[src/rtl/plts_pkg.sv]
// ----------------------------------------------------------------------------
// plts_pkg
// Shared constants, stack entry type and the controller/datapath links of the
// preemptive LIFO task scheduler.
// ----------------------------------------------------------------------------
package plts_pkg;

  localparam int STACK_DEPTH = 16;
  localparam int ID_BITS     = 8;

  localparam int CNT_W     = $clog2(STACK_DEPTH + 1);
  localparam int IDX_W     = $clog2(STACK_DEPTH);
  localparam int TASK_ID_W = 8;
  localparam int TIME_W    = 16;
  localparam int DUR_W     = 10;

  localparam logic [TIME_W-1:0] TIME_MAX = {TIME_W{1'b1}};

  localparam logic CMD_ARRIVE = 1'b0;
  localparam logic CMD_DRAIN  = 1'b1;

  typedef struct packed {
    logic [ID_BITS-1:0] id;
    logic [DUR_W-1:0]   rem;
  } entry_t;

  typedef struct packed {
    logic load;
    logic pop_arrive;
    logic pop_drain;
    logic update_top;
    logic push;
    logic refuse;
  } ctrl_cmd_t;

  typedef struct packed {
    logic count_zero;
    logic count_full;
    logic top_fits;
    logic out_free;
  } dp_status_t;

endpackage

[src/rtl/plts_task_if.sv]
// ----------------------------------------------------------------------------
// plts_task_if
// Task channel: arrival or drain command with the arriving task's fields.
// ----------------------------------------------------------------------------
interface plts_task_if import plts_pkg::*; ();

  logic                 valid;
  logic                 ready;
  logic                 command;
  logic [TASK_ID_W-1:0] task_id;
  logic [TIME_W-1:0]    start_time;
  logic [DUR_W-1:0]     duration;

  modport source (output valid, command, task_id, start_time, duration, input ready);
  modport sink   (input valid, command, task_id, start_time, duration, output ready);

endinterface

[src/rtl/plts_result_if.sv]
// ----------------------------------------------------------------------------
// plts_result_if
// Result channel: one completed or refused task per transfer.
// ----------------------------------------------------------------------------
interface plts_result_if import plts_pkg::*; ();

  logic                 valid;
  logic                 ready;
  logic [TASK_ID_W-1:0] done_id;
  logic [TIME_W-1:0]    finish_time;
  logic                 overflow;
  logic                 last;

  modport source (output valid, done_id, finish_time, overflow, last, input ready);
  modport sink   (input valid, done_id, finish_time, overflow, last, output ready);

endinterface

[src/rtl/plts_ctrl.sv]
// ----------------------------------------------------------------------------
// plts_ctrl
// Sequencer: accepts a command, steps the pop loop one entry per cycle while
// output is free, then on an arrival charges the top, pushes or refuses it.
// ----------------------------------------------------------------------------
module plts_ctrl import plts_pkg::*; (
  input  logic       clk_i,
  input  logic       rst_ni,
  input  logic       in_valid_i,
  input  logic       in_command_i,
  output logic       in_ready_o,
  input  dp_status_t status_i,
  output ctrl_cmd_t  cmd_o
);

  localparam logic [1:0] S_IDLE   = 2'd0;
  localparam logic [1:0] S_ARRIVE = 2'd1;
  localparam logic [1:0] S_PUSH   = 2'd2;
  localparam logic [1:0] S_DRAIN  = 2'd3;

  logic [1:0] state_q, state_d;

  always_comb begin
    state_d    = state_q;
    cmd_o      = '0;
    in_ready_o = 1'b0;
    unique case (state_q)
      S_IDLE: begin
        in_ready_o = 1'b1;
        if (in_valid_i) begin
          cmd_o.load = 1'b1;
          state_d    = (in_command_i == CMD_DRAIN) ? S_DRAIN : S_ARRIVE;
        end
      end
      S_ARRIVE: begin
        if (!status_i.count_zero && status_i.top_fits) begin
          if (status_i.out_free) begin
            cmd_o.pop_arrive = 1'b1;
          end
        end else begin
          cmd_o.update_top = 1'b1;
          state_d          = S_PUSH;
        end
      end
      S_PUSH: begin
        if (!status_i.count_full) begin
          cmd_o.push = 1'b1;
          state_d    = S_IDLE;
        end else if (status_i.out_free) begin
          cmd_o.refuse = 1'b1;
          state_d      = S_IDLE;
        end
      end
      S_DRAIN: begin
        if (status_i.count_zero) begin
          state_d = S_IDLE;
        end else if (status_i.out_free) begin
          cmd_o.pop_drain = 1'b1;
        end
      end
      default: state_d = S_IDLE;
    endcase
  end

  always_ff @(posedge clk_i or negedge rst_ni) begin
    if (!rst_ni) begin
      state_q <= S_IDLE;
    end else begin
      state_q <= state_d;
    end
  end

`ifndef ASSERT_OFF
  a_one_cmd: assert property (@(posedge clk_i) disable iff (!rst_ni)
    $onehot0(cmd_o))
    else $error("plts_ctrl: more than one datapath command");
`endif

endmodule

[src/rtl/plts_dp.sv]
// ----------------------------------------------------------------------------
// plts_dp
// Datapath: task stack memory with registered top and next-to-top reads,
// stack count, current minute, span, and the result register.
// ----------------------------------------------------------------------------
module plts_dp import plts_pkg::*; (
  input  logic                 clk_i,
  input  logic                 rst_ni,
  input  ctrl_cmd_t            cmd_i,
  output dp_status_t           status_o,
  input  logic [TASK_ID_W-1:0] task_id_i,
  input  logic [TIME_W-1:0]    start_time_i,
  input  logic [DUR_W-1:0]     duration_i,
  input  logic                 out_ready_i,
  output logic                 out_valid_o,
  output logic [TASK_ID_W-1:0] done_id_o,
  output logic [TIME_W-1:0]    finish_time_o,
  output logic                 overflow_o,
  output logic                 last_o
);

  entry_t             mem_q [STACK_DEPTH];
  entry_t             top_q, next_q;
  logic [CNT_W-1:0]   count_q, count_d;
  logic [TIME_W-1:0]  now_q, now_d;
  logic [TIME_W-1:0]  span_q, span_d;
  logic [TIME_W-1:0]  start_q;
  logic [ID_BITS-1:0] id_q;
  logic [DUR_W-1:0]   dur_q;

  logic               out_valid_q, out_valid_d;
  logic [TASK_ID_W-1:0] out_id_q, out_id_d;
  logic [TIME_W-1:0]  out_time_q, out_time_d;
  logic               out_ovf_q, out_ovf_d;
  logic               out_last_q, out_last_d;
  logic               emit;

  logic               wr_en;
  logic [IDX_W-1:0]   wr_addr;
  entry_t             wr_data;
  logic [CNT_W-1:0]   top_cnt, next_cnt, new_top_cnt;
  logic [IDX_W-1:0]   next_addr, rd_addr;

  logic [TIME_W-1:0]  top_rem;
  logic [TIME_W-1:0]  span_left;
  logic [TIME_W:0]    now_sum;
  logic [TIME_W-1:0]  drain_time;
  logic               count_one;

  assign top_rem    = TIME_W'(top_q.rem);
  assign span_left  = span_q - top_rem;
  assign now_sum    = {1'b0, now_q} + (TIME_W + 1)'(top_q.rem);
  assign drain_time = now_sum[TIME_W] ? TIME_MAX : now_sum[TIME_W-1:0];
  assign count_one  = (count_q == CNT_W'(1));

  assign status_o.count_zero = (count_q == '0);
  assign status_o.count_full = (count_q == CNT_W'(STACK_DEPTH));
  assign status_o.top_fits   = (top_rem <= span_q);
  assign status_o.out_free   = !out_valid_q || out_ready_i;

  assign emit = cmd_i.pop_arrive || cmd_i.pop_drain || cmd_i.refuse;

  always_comb begin
    count_d    = count_q;
    now_d      = now_q;
    span_d     = span_q;
    wr_en      = 1'b0;
    wr_addr    = count_q[IDX_W-1:0];
    wr_data    = top_q;
    out_id_d   = out_id_q;
    out_time_d = out_time_q;
    out_ovf_d  = out_ovf_q;
    out_last_d = out_last_q;

    if (cmd_i.load) begin
      span_d = (start_time_i >= now_q) ? (start_time_i - now_q) : '0;
    end

    if (cmd_i.pop_arrive) begin
      span_d     = span_left;
      now_d      = now_sum[TIME_W-1:0];
      count_d    = count_q - CNT_W'(1);
      out_id_d   = TASK_ID_W'(top_q.id);
      out_time_d = now_sum[TIME_W-1:0];
      out_ovf_d  = 1'b0;
      out_last_d = count_one || (TIME_W'(next_q.rem) > span_left);
    end

    if (cmd_i.pop_drain) begin
      now_d      = drain_time;
      count_d    = count_q - CNT_W'(1);
      out_id_d   = TASK_ID_W'(top_q.id);
      out_time_d = drain_time;
      out_ovf_d  = 1'b0;
      out_last_d = count_one;
    end

    if (cmd_i.update_top) begin
      // charge the surviving top with the rest of the span
      wr_en       = !status_o.count_zero;
      wr_addr     = top_cnt[IDX_W-1:0];
      wr_data.id  = top_q.id;
      wr_data.rem = top_q.rem - DUR_W'(span_q);
      now_d       = (start_q > now_q) ? start_q : now_q;
    end

    if (cmd_i.push) begin
      wr_en       = 1'b1;
      wr_addr     = count_q[IDX_W-1:0];
      wr_data.id  = id_q;
      wr_data.rem = dur_q;
      count_d     = count_q + CNT_W'(1);
    end

    if (cmd_i.refuse) begin
      out_id_d   = TASK_ID_W'(id_q);
      out_time_d = '0;
      out_ovf_d  = 1'b1;
      out_last_d = 1'b1;
    end
  end

  assign top_cnt     = count_q - CNT_W'(1);
  assign next_cnt    = count_d - CNT_W'(2);
  assign new_top_cnt = count_d - CNT_W'(1);
  assign next_addr   = next_cnt[IDX_W-1:0];
  assign rd_addr     = new_top_cnt[IDX_W-1:0];

  assign out_valid_d = emit ? 1'b1 : (out_ready_i ? 1'b0 : out_valid_q);

  always_ff @(posedge clk_i) begin
    if (wr_en) begin
      mem_q[wr_addr] <= wr_data;
    end
    top_q  <= (wr_en && (wr_addr == rd_addr))   ? wr_data : mem_q[rd_addr];
    next_q <= (wr_en && (wr_addr == next_addr)) ? wr_data : mem_q[next_addr];
  end

  always_ff @(posedge clk_i) begin
    span_q     <= span_d;
    out_id_q   <= out_id_d;
    out_time_q <= out_time_d;
    out_ovf_q  <= out_ovf_d;
    out_last_q <= out_last_d;
    if (cmd_i.load) begin
      start_q <= start_time_i;
      id_q    <= ID_BITS'(task_id_i);
      dur_q   <= duration_i;
    end
  end

  always_ff @(posedge clk_i or negedge rst_ni) begin
    if (!rst_ni) begin
      count_q     <= '0;
      now_q       <= '0;
      out_valid_q <= 1'b0;
    end else begin
      count_q     <= count_d;
      now_q       <= now_d;
      out_valid_q <= out_valid_d;
    end
  end

  assign out_valid_o   = out_valid_q;
  assign done_id_o     = out_id_q;
  assign finish_time_o = out_time_q;
  assign overflow_o    = out_ovf_q;
  assign last_o        = out_last_q;

`ifndef ASSERT_OFF
  a_count_range: assert property (@(posedge clk_i) disable iff (!rst_ni)
    count_q <= CNT_W'(STACK_DEPTH))
    else $error("plts_dp: stack count beyond depth");
  a_emit_free: assert property (@(posedge clk_i) disable iff (!rst_ni)
    emit |-> (!out_valid_q || out_ready_i))
    else $error("plts_dp: result overwrites an untaken transfer");
  a_pop_nonempty: assert property (@(posedge clk_i) disable iff (!rst_ni)
    (cmd_i.pop_arrive || cmd_i.pop_drain) |-> (count_q != '0))
    else $error("plts_dp: pop from empty stack");
  a_push_room: assert property (@(posedge clk_i) disable iff (!rst_ni)
    cmd_i.push |-> (count_q != CNT_W'(STACK_DEPTH)))
    else $error("plts_dp: push onto full stack");
  a_now_mono: assert property (@(posedge clk_i) disable iff (!rst_ni)
    1'b1 |=> (now_q >= $past(now_q)))
    else $error("plts_dp: current minute went backwards");
`endif

endmodule

[src/rtl/preemptive_lifo_task_scheduler.sv]
// ----------------------------------------------------------------------------
// preemptive_lifo_task_scheduler
// Preemptive LIFO task scheduler.
//
// task_i carries an arrival (command 0: id, start minute, duration) or a
// drain (command 1). result_o carries one transfer per completed task with
// its finish minute, or one per refused arrival with overflow set; last marks
// the final result of a command.
// An arrival completes P stacked tasks (up to 16): the pop loop retires one
// stack entry per cycle while the output register is free, then the ARRIVE
// state charges the surviving top and the PUSH state pushes or refuses the
// new task. A drain pops all N stacked tasks before returning to idle.
// Each result waits in an output register; a stalled receiver holds the pop
// loop at that result, and the next command is taken only after the last
// result of the current one has been registered.
// Reset clears the stack count, the current minute and the output valid;
// stack contents are never used before being written.
// ----------------------------------------------------------------------------
module preemptive_lifo_task_scheduler import plts_pkg::*; (
  input  logic    clk_i,
  input  logic    rst_ni,
  plts_task_if.sink     task_i,
  plts_result_if.source result_o
);

  ctrl_cmd_t  cmd;
  dp_status_t status;

  plts_ctrl u_ctrl (
    .clk_i        (clk_i),
    .rst_ni       (rst_ni),
    .in_valid_i   (task_i.valid),
    .in_command_i (task_i.command),
    .in_ready_o   (task_i.ready),
    .status_i     (status),
    .cmd_o        (cmd)
  );

  plts_dp u_dp (
    .clk_i         (clk_i),
    .rst_ni        (rst_ni),
    .cmd_i         (cmd),
    .status_o      (status),
    .task_id_i     (task_i.task_id),
    .start_time_i  (task_i.start_time),
    .duration_i    (task_i.duration),
    .out_ready_i   (result_o.ready),
    .out_valid_o   (result_o.valid),
    .done_id_o     (result_o.done_id),
    .finish_time_o (result_o.finish_time),
    .overflow_o    (result_o.overflow),
    .last_o        (result_o.last)
  );

endmodule
[src/flat_wrapper.sv]
// flat-port wrapper written by rule: the top's interface ports become plain ports
module preemptive_lifo_task_scheduler_flat import plts_pkg::*;
  (clk_i, rst_ni, task_i_valid, task_i_command, task_i_task_id, task_i_start_time, task_i_duration, task_i_ready, result_o_valid, result_o_done_id, result_o_finish_time, result_o_overflow, result_o_last, result_o_ready);
  plts_task_if task_i_i ();
  plts_result_if result_o_i ();
  input  logic clk_i;
  input  logic rst_ni;
  input wire logic [$bits(task_i_i.valid)-1:0] task_i_valid;
  input wire logic [$bits(task_i_i.command)-1:0] task_i_command;
  input wire logic [$bits(task_i_i.task_id)-1:0] task_i_task_id;
  input wire logic [$bits(task_i_i.start_time)-1:0] task_i_start_time;
  input wire logic [$bits(task_i_i.duration)-1:0] task_i_duration;
  output wire logic [$bits(task_i_i.ready)-1:0] task_i_ready;
  output wire logic [$bits(result_o_i.valid)-1:0] result_o_valid;
  output wire logic [$bits(result_o_i.done_id)-1:0] result_o_done_id;
  output wire logic [$bits(result_o_i.finish_time)-1:0] result_o_finish_time;
  output wire logic [$bits(result_o_i.overflow)-1:0] result_o_overflow;
  output wire logic [$bits(result_o_i.last)-1:0] result_o_last;
  input wire logic [$bits(result_o_i.ready)-1:0] result_o_ready;
  assign task_i_i.valid = task_i_valid;
  assign task_i_i.command = task_i_command;
  assign task_i_i.task_id = task_i_task_id;
  assign task_i_i.start_time = task_i_start_time;
  assign task_i_i.duration = task_i_duration;
  assign task_i_ready = task_i_i.ready;
  assign result_o_valid = result_o_i.valid;
  assign result_o_done_id = result_o_i.done_id;
  assign result_o_finish_time = result_o_i.finish_time;
  assign result_o_overflow = result_o_i.overflow;
  assign result_o_last = result_o_i.last;
  assign result_o_i.ready = result_o_ready;
  preemptive_lifo_task_scheduler u_core (.clk_i(clk_i), .rst_ni(rst_ni), .task_i(task_i_i), .result_o(result_o_i));
endmodule
[config.mk]
export PLATFORM = sky130hd
export DESIGN_NAME = preemptive_lifo_task_scheduler_flat
export DESIGN_NICKNAME = d
export VERILOG_FILES = /design/src/rtl/plts_pkg.sv /design/src/rtl/plts_task_if.sv /design/src/rtl/plts_result_if.sv /design/src/rtl/plts_ctrl.sv /design/src/rtl/plts_dp.sv /design/src/rtl/preemptive_lifo_task_scheduler.sv /design/src/flat_wrapper.sv
export SDC_FILE = /design/constraint.sdc
export NUM_CORES = 1
export LEC_CHECK = 0
export ABC_AREA = 1
export BUFFER_PORTS_ARGS = -buffer_cell sky130_fd_sc_hd__clkbuf_2
export CAP_MARGIN = 0
export CORE_MARGIN = 8
export CORE_UTILIZATION = 50
export DETAILED_ROUTE_END_ITERATION = 8
export PLACE_DENSITY = 0.68
export REMOVE_ABC_BUFFERS = 1
export SYNTH_ARGS = -nofsm -noshare
export SYNTH_HDL_FRONTEND = slang
export SYNTH_SLANG_ARGS = --single-unit
[constraint.sdc]
create_clock -name clk_i -period 5.2 [get_ports clk_i]
set_input_delay 0.78 -clock clk_i [delete_from_list [all_inputs] [get_ports clk_i]]
set_output_delay 0.78 -clock clk_i [all_outputs]
set_load 0.1 [all_outputs]
==> summary.txt, run 1 <==
Outcome
  • Outcome: finished clean

Synthesis
  • Most common flop cell mapped by yosys: edfxtp_1
  • Netlist cell types: 54
  • Post-Synth XOR/XNOR Area: 0.0208
  • #FFs+latches synth: 402
  • Synth Area in Compound Gates: 0.119
  • Post-synthesis mux area share: 0.0340
  • Synth Area in Adders: 0.0481
  • Sequential share of the synthesized area: 0.549
  • Post-synth EDFFs: 346
  • Syn Area/Cell: 9.68 um2
  • Largest family of logic cells by synthesized area: simple AND/OR/NAND/NOR gates
  • Mapped Cells: 2,190
  • Post-synthesis simple-gate area fraction: 0.168
  • Yosys warns: 0
  • Synthesized area: 21,200 um2
  • Fraction of registers with async set/reset: 0.0597

Die
  • Die height: 222 um
  • Die width: 222 um
  • CORE AREA: 41,900 um2
  • IO Pins: 67
  • FP Rows: 75
  • Die ar.: 49,200 um2
  • Initial Util: 0.506

CTS
  • Cts hold-fix bufs: 0
  • CTS root buf: clkbuf_16
  • H-tree depth: 2
  • Clock transition at path regs: 0.06 ns
  • CTS tree: yes
  • Clk Latency, worst-skew pair: 0.59 ns
  • Worst-case clock buffer depth: 3
  • Total CTS buffers: 44
  • Sink Count: 402
  • Setup bufs post-CTS: 0

Setup path
  • Setup slack, reg-to-reg: 0.38 ns
  • Crit. End Element: register
  • Crit path cell chain: buf_12 -> mux2i_1 -> o21ai_0 -> o211ai_1 -> nand2_1 -> inv_1 -> ha_1 -> nand2_2 -> nor2_4 -> nand2_1 -> nor2_1 -> nor2_1 -> nand3_2 -> nand4_4 -> nand2_4 -> buf_4 -> inv_2 -> nand2_1 -> nand3_2 -> nand2_4 -> xor2_4 -> nand2_1 -> nand2_1
  • Crit Path Category: reg -> reg
  • CP Data Required Time: 5.70 ns
  • Critical Path AT: 5.32 ns
  • Crit Path Max Fanout: 52
  • Crit-path max cell delay: 0.71 ns
  • Kind of cell adding the most delay to the critical path: simple AND/OR/NAND/NOR gates
  • Slowest cell on crit path: dfxtp_4
  • Worst setup SP type: register
  • Critical path depth: 23
  • Crit Reg-Reg Endpoint: u_core.u_dp.next_q[6]$_DFF_P_
  • Critical Path End: u_core.u_dp.next_q[6]$_DFF_P_
  • R2R depth: 23
  • CP Buf/Inv Count: 4
  • Most frequent cell on the critical path: nand2_1

Placement
  • DP Cell Count: 2,766
  • Placed Area: 22,500 um2
  • # port buffers: 66
  • RePlAce Congestion: 0.884
  • Post-DP HPWL: 39.2 mm

Run
  • Max-cap viol count: 0

Route
  • Drt first pass iters: 6
  • Vias: 16,500
  • Vias per inst: 5.81
  • DR WL/cell: 21.0 um
  • Total Wirelength: 59.7 mm
  • Starting DRT DRC Count: 1,639
  • Final ANT Viol Nets: 0
  • DRC: 0

STA
  • Fmax: 0.208 GHz
  • RSZ-0062 raised after global routing: false
  • Slew Viols, Final: 0
  • Max Clock Skew: 0.0207 ns
  • Slew of the pin with the lowest slew margin: 1.25 ns
  • Hold Fails Final Rpt: 0
  • Post-layout minimum cycle time: 4.82 ns
  • Tcrit/Tclk final: 0.926
  • Setup violators final: 0
  • Relative slew slack: 0.161

Final layout
  • Area delta synth->final: 12.3%
  • Non-filler cells, final: 2,843
  • Number of diodes: 0
  • Fin area: 23,800 um2
  • Nets@finish: 2,391
  • Ratio of cells with drive above 1 in the final layout: 0.120

Global route
  • Antenna violations before repair: 0
  • Vias in the first global route: 16,300
  • First-pass GRT wire length: 91.7 mm
  • Total track usage: 0.236
  • Pin count of the biggest net entering global routing: 73
  • Gr ovfl total: 0

Hold path
  • Hold Crit Class: in -> async
## worst min-delay path by stage
stage	start	end	slack, ns	depth (start not counted)
finish	rst_ni	u_core.u_dp.now_q[0]$_DFFE_PN0P_	0.26	1
global route	rst_ni	u_core.u_dp.now_q[6]$_DFFE_PN0P_	0.29	1
CTS	rst_ni	u_core.u_dp.now_q[8]$_DFFE_PN0P_	0.25	1
detailed placement	u_core.u_dp.overflow_o$_SDFFE_PP1P_	u_core.u_dp.overflow_o$_SDFFE_PP1P_	0.44	2
global placement	u_core.u_dp.overflow_o$_SDFFE_PP1P_	u_core.u_dp.overflow_o$_SDFFE_PP1P_	0.45	2
floorplan	rst_ni	u_core.u_ctrl.state_q[0]$_DFFE_PN0P_	0.48	0
## layout make-up
type	instances	area (um2)
clock buffer	52	1130
clock inverter	25	209
fill	3571	18100
inverter	201	757
multi-input combinational	1473	8320
sequential	402	11600
tap	539	674
timing repair buffer	151	1070
## kinds of logic after synthesis
| group | count (synthesis) |
|---|---|
| adders and majority gates | 79 |
| and+or+nand+nor | 839 |
| AOI/OAI and AO/OA | 437 |
| DFF | 402 |
| xor gates and xnor gates | 46 |
| muxes | 72 |
| buffers and inverters | 315 |
## flip-flops by register name, summed over array words and instances (netlist names), named ones only
name / flops
u_core.u_dp.out_valid_o: 1
u_core.u_dp.now_q: 16
u_core.u_ctrl.state_q: 2
u_core.u_dp.finish_time_o: 16
u_core.u_dp.dur_q: 10
u_core.u_dp.mem_q: 288
u_core.u_dp.last_o: 1
u_core.u_dp.span_q: 16
u_core.u_dp.start_q: 16
u_core.u_dp.count_q: 5
u_core.u_dp.next_q: 10
u_core.u_dp.id_q: 8
u_core.u_dp.done_id_o: 8
u_core.u_dp.overflow_o: 1
## placed cells by master (no fill, tap or decap), drive strengths merged, types with 4 or more instances in the layout
| cell type | count |
|---|---|
| clkbuf | 118 |
| dfxtp | 32 |
| nor3 | 15 |
| clkinv | 17 |
| dfrtp | 24 |
| ha | 75 |
| o22ai | 15 |
| nand4 | 10 |
| mux2i | 72 |
| buf | 85 |
| o211ai | 79 |
| o21ai | 179 |
| clkinvlp | 6 |
| fa | 4 |
| xor2 | 32 |
| nor2 | 88 |
| a21oi | 131 |
| nand2 | 548 |
| inv | 202 |
| xnor2 | 14 |
| edfxtp | 346 |
| or2 | 6 |
| a22o | 17 |
| nand3 | 168 |
## per-stage QoR
| step | setup TNS (ns) | hold slack (ns) | setup WS, ns | utilization |
|---|---|---|---|---|
| after floorplan | -2092.19 | 0.484 | -4.03 | - |
| after global placement | 0 | 0.448 | 0.465 | 0.537 |
| after detailed placement | 0 | 0.436 | 0.449 | 0.537 |
| after CTS | 0 | 0.252 | 0.417 | 0.569 |
| after global routing | 0 | 0.288 | 0.0699 | 0.569 |
| final | 0 | 0.263 | 0.383 | 0.569 |
## worst reg2reg max path, cell delays in order (launching register included)
cell and delay [ns]:
dfxtp_4 0.71, buf_12 0.37, mux2i_1 0.13, o21ai_0 0.23
o211ai_1 0.11, nand2_1 0.25, inv_1 0.10, ha_1 0.34
nand2_2 0.09, nor2_4 0.12, nand2_1 0.10, nor2_1 0.12
nor2_1 0.06, nand3_2 0.10, nand4_4 0.17, nand2_4 0.12
buf_4 0.30, inv_2 0.10, nand2_1 0.08, nand3_2 0.08
nand2_4 0.18, xor2_4 0.53, nand2_1 0.16, nand2_1 0.18
## what timing repair did
action                     4_1_cts  5_1_grt
gates resized for setup          0        2
hold endpoints to repair         0        0
setup endpoints to repair        0        2
## cell usage after synthesis (2+ instances only)
library cell,number,area [um2]
or2_2,5,31.3
nand2_1,533,2000
mux2i_1,72,721
xnor2_1,13,114
nand2_2,7,43.8
ha_1,75,938
buf_4,11,82.6
inv_1,190,713
a22o_1,17,149
inv_2,8,30.0
dfrtp_1,24,601
buf_2,43,215
nand2_4,8,90.1
a211oi_1,2,15.0
edfxtp_1,346,10400
buf_6,3,33.8
nor3_1,14,70.1
nor2_1,86,323
o22ai_1,15,93.8
clkinv_1,2,7.51
nand4_1,9,56.3
o21bai_1,3,22.5
xor2_1,31,272
nand3_2,3,30.0
a21oi_1,130,651
fa_1,4,80.1
buf_1,12,45.0
nand3_1,165,826
a21boi_0,2,15.0
o21a_1,3,22.5
dfxtp_1,32,641
o211ai_1,79,593
o21ai_1,10,50.1
o21ai_0,169,846
nand3b_1,2,15.0
clkbuf_1,44,165
## layer usage
layer,vias to the layer above,wire [um],global-route usage
met3,129,4860,0.0480
li1,7757,-,-
met1,7905,25100,0.308
met4,0,1950,0.0936
met2,740,27800,0.382
met5,-,0,0
Power of run 1 is not shown: default switching activity piles up to over one toggle a cycle in this logic, so the estimate is an artifact.
==> inputs of run 2 (changes only) <==
--- a/config.mk
+++ b/config.mk
@@ -10,8 +10,9 @@
 export CAP_MARGIN = 0
 export CORE_MARGIN = 8
 export CORE_UTILIZATION = 50
+export CTS_CLUSTER_DIAMETER = 30
 export DETAILED_ROUTE_END_ITERATION = 8
-export PLACE_DENSITY = 0.68
+export PLACE_DENSITY = 0.71
 export REMOVE_ABC_BUFFERS = 1
 export SYNTH_ARGS = -nofsm -noshare
 export SYNTH_HDL_FRONTEND = slang
==> constraint.sdc (replaced) <==
create_clock -name clk_i -period 4.3 [get_ports clk_i]
set_input_delay 0.645 -clock clk_i [delete_from_list [all_inputs] [get_ports clk_i]]
set_output_delay 0.645 -clock clk_i [all_outputs]
set_load 0.1 [all_outputs]
==> run 2 against run 1 <==
- cell count rose by 4.5%
- die area did not move
- worst setup slack got worse by 0.22 ns
- clock skew rose by 0.016 ns
- fmax rose by 17%
- register-to-register slack got worse by 0.22 ns
- count of clock-buffer cells in the layout rose by 43
- critical path type unchanged
- largest cell class unchanged
==> summary.txt, run 2 (synthesis results as in run 1) <==
Placement
  • # port buffers: 66 (unchanged)
  • Post-DP HPWL: 41.3 mm (+5.3%)
  • RePlAce Congestion: 0.942 (+6.5%)

STA
  • Slew Viols, Final: 0 (unchanged)
  • Fmax: 0.242 GHz (+17%)
  • Slew of the pin with the lowest slew margin: 1.05 ns (-0.198 ns)
  • Max Clock Skew: 0.0365 ns (+0.0158 ns)
  • Relative slew slack: 0.292 (+0.131)
  • Post-layout minimum cycle time: 4.13 ns (-0.684 ns)
  • Tcrit/Tclk final: 0.961 (+0.0347)
  • Hold Fails Final Rpt: 0 (unchanged)
  • Setup violators final: 0 (unchanged)

Setup path
  • Crit Path Category: reg -> reg
  • Critical Path AT: 4.66 ns (-0.66 ns)
  • CP Data Required Time: 4.83 ns (-0.87 ns)
  • Crit-path max cell delay: 0.45 ns (-0.26 ns)
  • Slowest cell on crit path: fa_1
  • Most frequent cell on the critical path: nand2_1
  • Crit Path Max Fanout: 50 (-3.8%)
  • Kind of cell adding the most delay to the critical path: simple AND/OR/NAND/NOR gates
  • CP Buf/Inv Count: 4 (unchanged)
  • Crit. End Element: register
  • Worst setup SP type: register

Outcome
  • Outcome: finished clean

Final layout
  • Final core occ: 0.626 (+0.0573)
  • Biggest register: u_core.u_dp.mem_q
  • Nets@finish: 2,478 (+3.6%)
  • Area delta synth->final: 23.6%
  • Commonest non-fill, non-tap cell in the layout: nand2_1
  • Fill cell count: 3,236 (-9.4%)
  • Leading cell types in the layout, fill and taps excluded: nand2_1, edfxtp_1, inv_1
  • Flip-flop count of the largest register after layout: 288 (unchanged)
  • Ratio of cells with drive above 1 in the final layout: 0.174 (+0.0541)

Route
  • Final ANT Viol Nets: 0 (unchanged)
  • Total Wirelength: 64.1 mm (+7.4%)
  • Vias: 17,700 (+6.9%)
  • DR WL/cell: 21.6 um (+2.7%)
  • DRC: 0 (unchanged)
  • Drt first pass iters: 6 (unchanged)
  • Starting DRT DRC Count: 1,904 (+16%)
  • Vias per inst: 5.95 (+2.3%)

Die
  • IO Pins: 67 (unchanged)
  • Initial Util: 0.506 (unchanged)
  • Die height: 222 um (unchanged)
  • CORE AREA: 41,900 um2 (unchanged)
  • Die width: 222 um (unchanged)
  • Die ar.: 49,200 um2 (unchanged)
  • FP Rows: 75 (unchanged)

CTS
  • CTS root buf: clkbuf_16
  • H-tree depth: 3 (+1)
  • Total CTS buffers: 84 (+91%)
  • Clk Latency, worst-skew pair: 0.62 ns (+0.03 ns)
  • Clock transition at path regs: 0.05 ns (about the same)
  • Sink Count: 402 (unchanged)
  • CTS tree: yes
  • Worst-case clock buffer depth: 3 (unchanged)

Global route
  • Total track usage: 0.253 (+0.0174)
  • Pin count of the biggest net entering global routing: 58 (-21%)
  • First-pass GRT wire length: 97.8 mm (+6.7%)
  • Vias in the first global route: 17,500 (+7.3%)
  • Antenna violations before repair: 0 (unchanged)
  • Gr ovfl total: 0 (unchanged)

Run
  • Max-cap viol count: 0 (unchanged)

Hold path
  • Hold Crit Class: in -> async
run 2: cell types whose count changed in the layout (fill, tap and decap cells not counted), moves of 7 or more:
| cell | before | now |
|---|---|---|
| clkinv_4 | 0 | 10 |
| buf_4 | 77 | 95 |
| clkbuf_16 | 44 | 88 |
| clkinvlp_4 | 6 | 18 |
| inv_6 | 1 | 8 |
| buf_12 | 8 | 33 |
run 2: cell type report:
class | instances | area, um2 | area share
clock inverter | 63 | 671 | 0.0256
multi-input combinational | 1473 | 8440 | 0.322
sequential | 402 | 11600 | 0.444
timing repair buffer | 198 | 1790 | 0.0682
tap | 539 | 674 | 0.0257
inverter | 201 | 759 | 0.0290
clock buffer | 95 | 2230 | 0.0851
antenna | 1 | 2.50 | 0.0000955
run 2: path summary, 6_finish.rpt:
path | end | slack, ns | depth (start not counted)
worst min-delay path | u_core.u_dp.now_q[0]$_DFFE_PN0P_ | 0.1 | 1
min in group clk_i | u_core.u_dp.dur_q[4]$_DFFE_PP_ | 0.20 | 1
worst max register to register | u_core.u_dp.next_q[0]$_DFF_P_ | 0.17 | 28
max in group asynchronous | u_core.u_dp.now_q[15]$_DFFE_PN0P_ | 3.70 | 1
worst min register to register | u_core.u_dp.finish_time_o[5]$_SDFFE_PP0P_ | 0.48 | 1
worst max-delay path | u_core.u_dp.next_q[0]$_DFF_P_ | 0.17 | 28
run 2: metrics by stage:
step / setup TNS (ns) / std cells / hold WS [ns] / setup WS [ns] / instance area (um2)
after floorplan: -2704.19 / 2076 / 0.349 / -4.93 / 20600
after global placement: -0.130 / 2802 / 0.436 / -0.130 / 23000
after detailed placement: -0.198 / 2802 / 0.467 / -0.198 / 23000
after CTS: 0 / 2965 / 0.0930 / 0.0477 / 26000
after global routing: -3.11 / 2971 / 0.134 / -0.0877 / 26200
final: 0 / 2972 / 0.0963 / 0.167 / 26200
run 2: what timing repair did:
item	CTS	global route
pin swaps	0	5
gates cloned	1	0
hold buffers	0	0
resized for setup	4	33
buffers inserted	4	6
setup endpoints to repair	1	382
run 2: per-layer routing:
layer	part of all wire	global-route usage	vias to the layer above	wire length [um]
li1	-	-	7980	-
met1	0.40	0.322	8411	25500
met2	0.46	0.407	1071	29700
met3	0.094	0.0481	212	6030
met4	0.045	0.136	0	2880
met5	0	0	-	0
Power of run 2 is left out for the same reason.
==> inputs of run 3 (changes only) <==
--- a/config.mk
+++ b/config.mk
@@ -12,7 +12,7 @@
 export CORE_UTILIZATION = 50
 export CTS_CLUSTER_DIAMETER = 30
 export DETAILED_ROUTE_END_ITERATION = 8
-export PLACE_DENSITY = 0.71
+export PLACE_DENSITY = 0.68
 export REMOVE_ABC_BUFFERS = 1
 export SYNTH_ARGS = -nofsm -noshare
 export SYNTH_HDL_FRONTEND = slang
==> constraint.sdc (replaced) <==
create_clock -name clk_i -period 3.9 [get_ports clk_i]
set_input_delay 0.585 -clock clk_i [delete_from_list [all_inputs] [get_ports clk_i]]
set_output_delay 0.585 -clock clk_i [all_outputs]
set_load 0.1 [all_outputs]
==> run 3 against run 2 <==
- global-route usage barely moved
- critical path depth down 1
- cell count grew 4.0%
- count of clock-buffer cells in the layout rose by 5
- register-to-register slack got worse by 0.17 ns
- flip-flop and latch count unchanged
- the run now ends with negative setup slack left
- non-clock buffer count is 110 higher
- largest cell class unchanged
==> summary.txt, run 3 (synthesis results as in run 1) <==
Outcome
  • Outcome: finished, violations left
  • Failing checks: negative setup slack

STA
  • Setup violators final: 2 (+2)
  • RSZ-0062 raised after global routing: true
  • Slew Viols, Final: 0 (unchanged)
  • Post-layout minimum cycle time: 3.91 ns (-0.225 ns)
  • Relative slew slack: 0.363 (+0.0712)
  • Tcrit/Tclk final: 1.00 (+0.0408)
  • Slew of the pin with the lowest slew margin: 0.945 ns (-0.106 ns)
  • Fmax: 0.256 GHz (+5.8%)
  • Max Clock Skew: 0.0290 ns (-0.00749 ns)
  • Final Worst Setup Slack: -0.00717 ns (-0.175 ns)
  • Hold WS: 0.0414 ns (-0.0549 ns)
  • Hold Fails Final Rpt: 0 (unchanged)

Die
  • Die width: 222 um (unchanged)
  • CORE AREA: 41,900 um2 (unchanged)
  • FP Rows: 75 (unchanged)
  • Die height: 222 um (unchanged)
  • Die ar.: 49,200 um2 (unchanged)
  • IO Pins: 67 (unchanged)
  • Initial Util: 0.506 (unchanged)

Final layout
  • Fill cell count: 3,040 (-6.1%)
  • Area delta synth->final: 33.8%
  • Final core occ: 0.678 (+0.0516)
  • Leading cell types in the layout, fill and taps excluded: nand2_1, edfxtp_1, inv_1
  • Fin area: 28,400 um2 (+8.2%)
  • Number of diodes: 0 (-1)
  • Flip-flop count of the largest register after layout: 288 (unchanged)
  • Commonest non-fill, non-tap cell in the layout: nand2_1
  • Nets@finish: 2,595 (+4.7%)
  • Ratio of cells with drive above 1 in the final layout: 0.250 (+0.0765)
  • Biggest register: u_core.u_dp.mem_q

Global route
  • Vias in the first global route: 17,300 (-0.70%)
  • First-pass GRT wire length: 97.7 mm (about the same)
  • Gr ovfl total: 0 (unchanged)
  • Pin count of the biggest net entering global routing: 57 (-1.7%)
  • Antenna violations before repair: 1 (+1)
  • Total track usage: 0.253 (-0.000491)

Hold path
  • Hold Crit Class: in -> async

Route
  • Vias: 18,100 (+2.3%)
  • DR WL/cell: 22.4 um (+4.1%)
  • Vias per inst: 5.85 (-1.6%)
  • Final ANT Viol Nets: 0 (unchanged)
  • Starting DRT DRC Count: 2,121 (+11%)
  • DRC: 0 (unchanged)
  • Drt first pass iters: 7 (+1)
  • Total Wirelength: 69.4 mm (+8.2%)

Setup path
  • Crit. End Element: register
  • Critical Path AT: 4.39 ns (-0.27 ns)
  • Crit Path Category: reg -> reg
  • Crit Path Max Fanout: 8 (-84%)
  • Worst setup SP type: register
  • CP Data Required Time: 4.38 ns (-0.45 ns)

CTS
  • Sink Count: 402 (unchanged)
  • Worst-case clock buffer depth: 3 (unchanged)
  • CTS root buf: clkbuf_16
  • Total CTS buffers: 90 (+7.1%)
  • Clk Latency, worst-skew pair: 0.63 ns (about the same)
  • Clock transition at path regs: 0.05 ns (about the same)
  • CTS tree: yes
  • H-tree depth: 3 (unchanged)

Placement
  • Dpl ws: -0.366 ns (-0.168 ns)
  • RePlAce Congestion: 0.935 (-0.82%)
  • # port buffers: 66 (unchanged)
  • Post-DP HPWL: 42.0 mm (+1.7%)
  • Placed Area: 23,500 um2 (+2.0%)

Run
  • Max-cap viol count: 0 (unchanged)
==> run 3: worst paths after layout <==
path                                                       end  slack, ns  cells after the start
max                              u_core.u_dp.next_q[5]$_DFF_P_     -0.007                     27
min in group clk_i               u_core.u_dp.id_q[7]$_DFFE_PP_       0.13                      1
min                           u_core.u_dp.now_q[8]$_DFFE_PN0P_       0.04                      1
min reg2reg                u_core.u_dp.overflow_o$_SDFFE_PP1P_       0.45                      2
max reg2reg                      u_core.u_dp.next_q[5]$_DFF_P_     -0.007                     27
max in group asynchronous     u_core.u_dp.now_q[6]$_DFFE_PN0P_       3.36                      1
==> run 3: layout make-up <==
class	instances	area [um2]	area share
Clock buffer	100	2370	0.0837
Clock inverter	67	741	0.0261
Tap cell	539	674	0.0238
Inverter	201	764	0.0270
Multi-Input combinational cell	1474	9070	0.320
Timing Repair Buffer	308	3090	0.109
Sequential cell	402	11600	0.410
==> run 3: metrics by stage <==
| step | TNS, ns | instances |
|---|---|---|
| 3_3_place_gp | -22.93 | 2863 |
| 6_report | -0.0128 | 3091 |
| 4_1_cts | 0 | 3040 |
| 5_1_grt | -26.40 | 3091 |
| 2_1_floorplan | -2976.19 | 2076 |
| 3_5_place_dp | -59.06 | 2863 |
==> run 3: worst max-delay path, cell delays in order (launching register included) <==
cell and delay [ns]:
dfxtp_4 0.48, buf_12 0.18, buf_8 0.14, buf_4 0.11
mux2i_1 0.18, o211ai_1 0.10, nand3_1 0.13, nand2_2 0.11
inv_2 0.11, ha_4 0.21, or2_1 0.25, nand3_2 0.11
nand2_4 0.07, nand2_4 0.08, nand3_4 0.10, nand4_4 0.15
buf_6 0.15, nand3_4 0.17, buf_12 0.20, clkbuf_16 0.17
nand3_1 0.08, nand2_1 0.05, nand2_1 0.05, nand2_1 0.06
nand2_1 0.07, nand2_1 0.07, nand2_1 0.09, nand2_1 0.09
==> run 3: layer usage <==
layer | wire length, um | vias to the layer above | global-route usage
met5 | 0 | - | 0
met4 | 2630 | 0 | 0.107
met3 | 6880 | 195 | 0.0545
met2 | 32000 | 1018 | 0.403
met1 | 27900 | 8651 | 0.331
li1 | - | 8218 | -
==> run 3: timing repair <==
| item | CTS | global route |
|---|---|---|
| gates cloned | 1 | 20 |
| hold buffers | 0 | 0 |
| buffers inserted | 9 | 31 |
| pin swaps | 4 | 82 |
| gates resized for setup | 30 | 226 |
| setup endpoints to repair | 407 | 491 |
Power of run 3 is left out for the same reason.
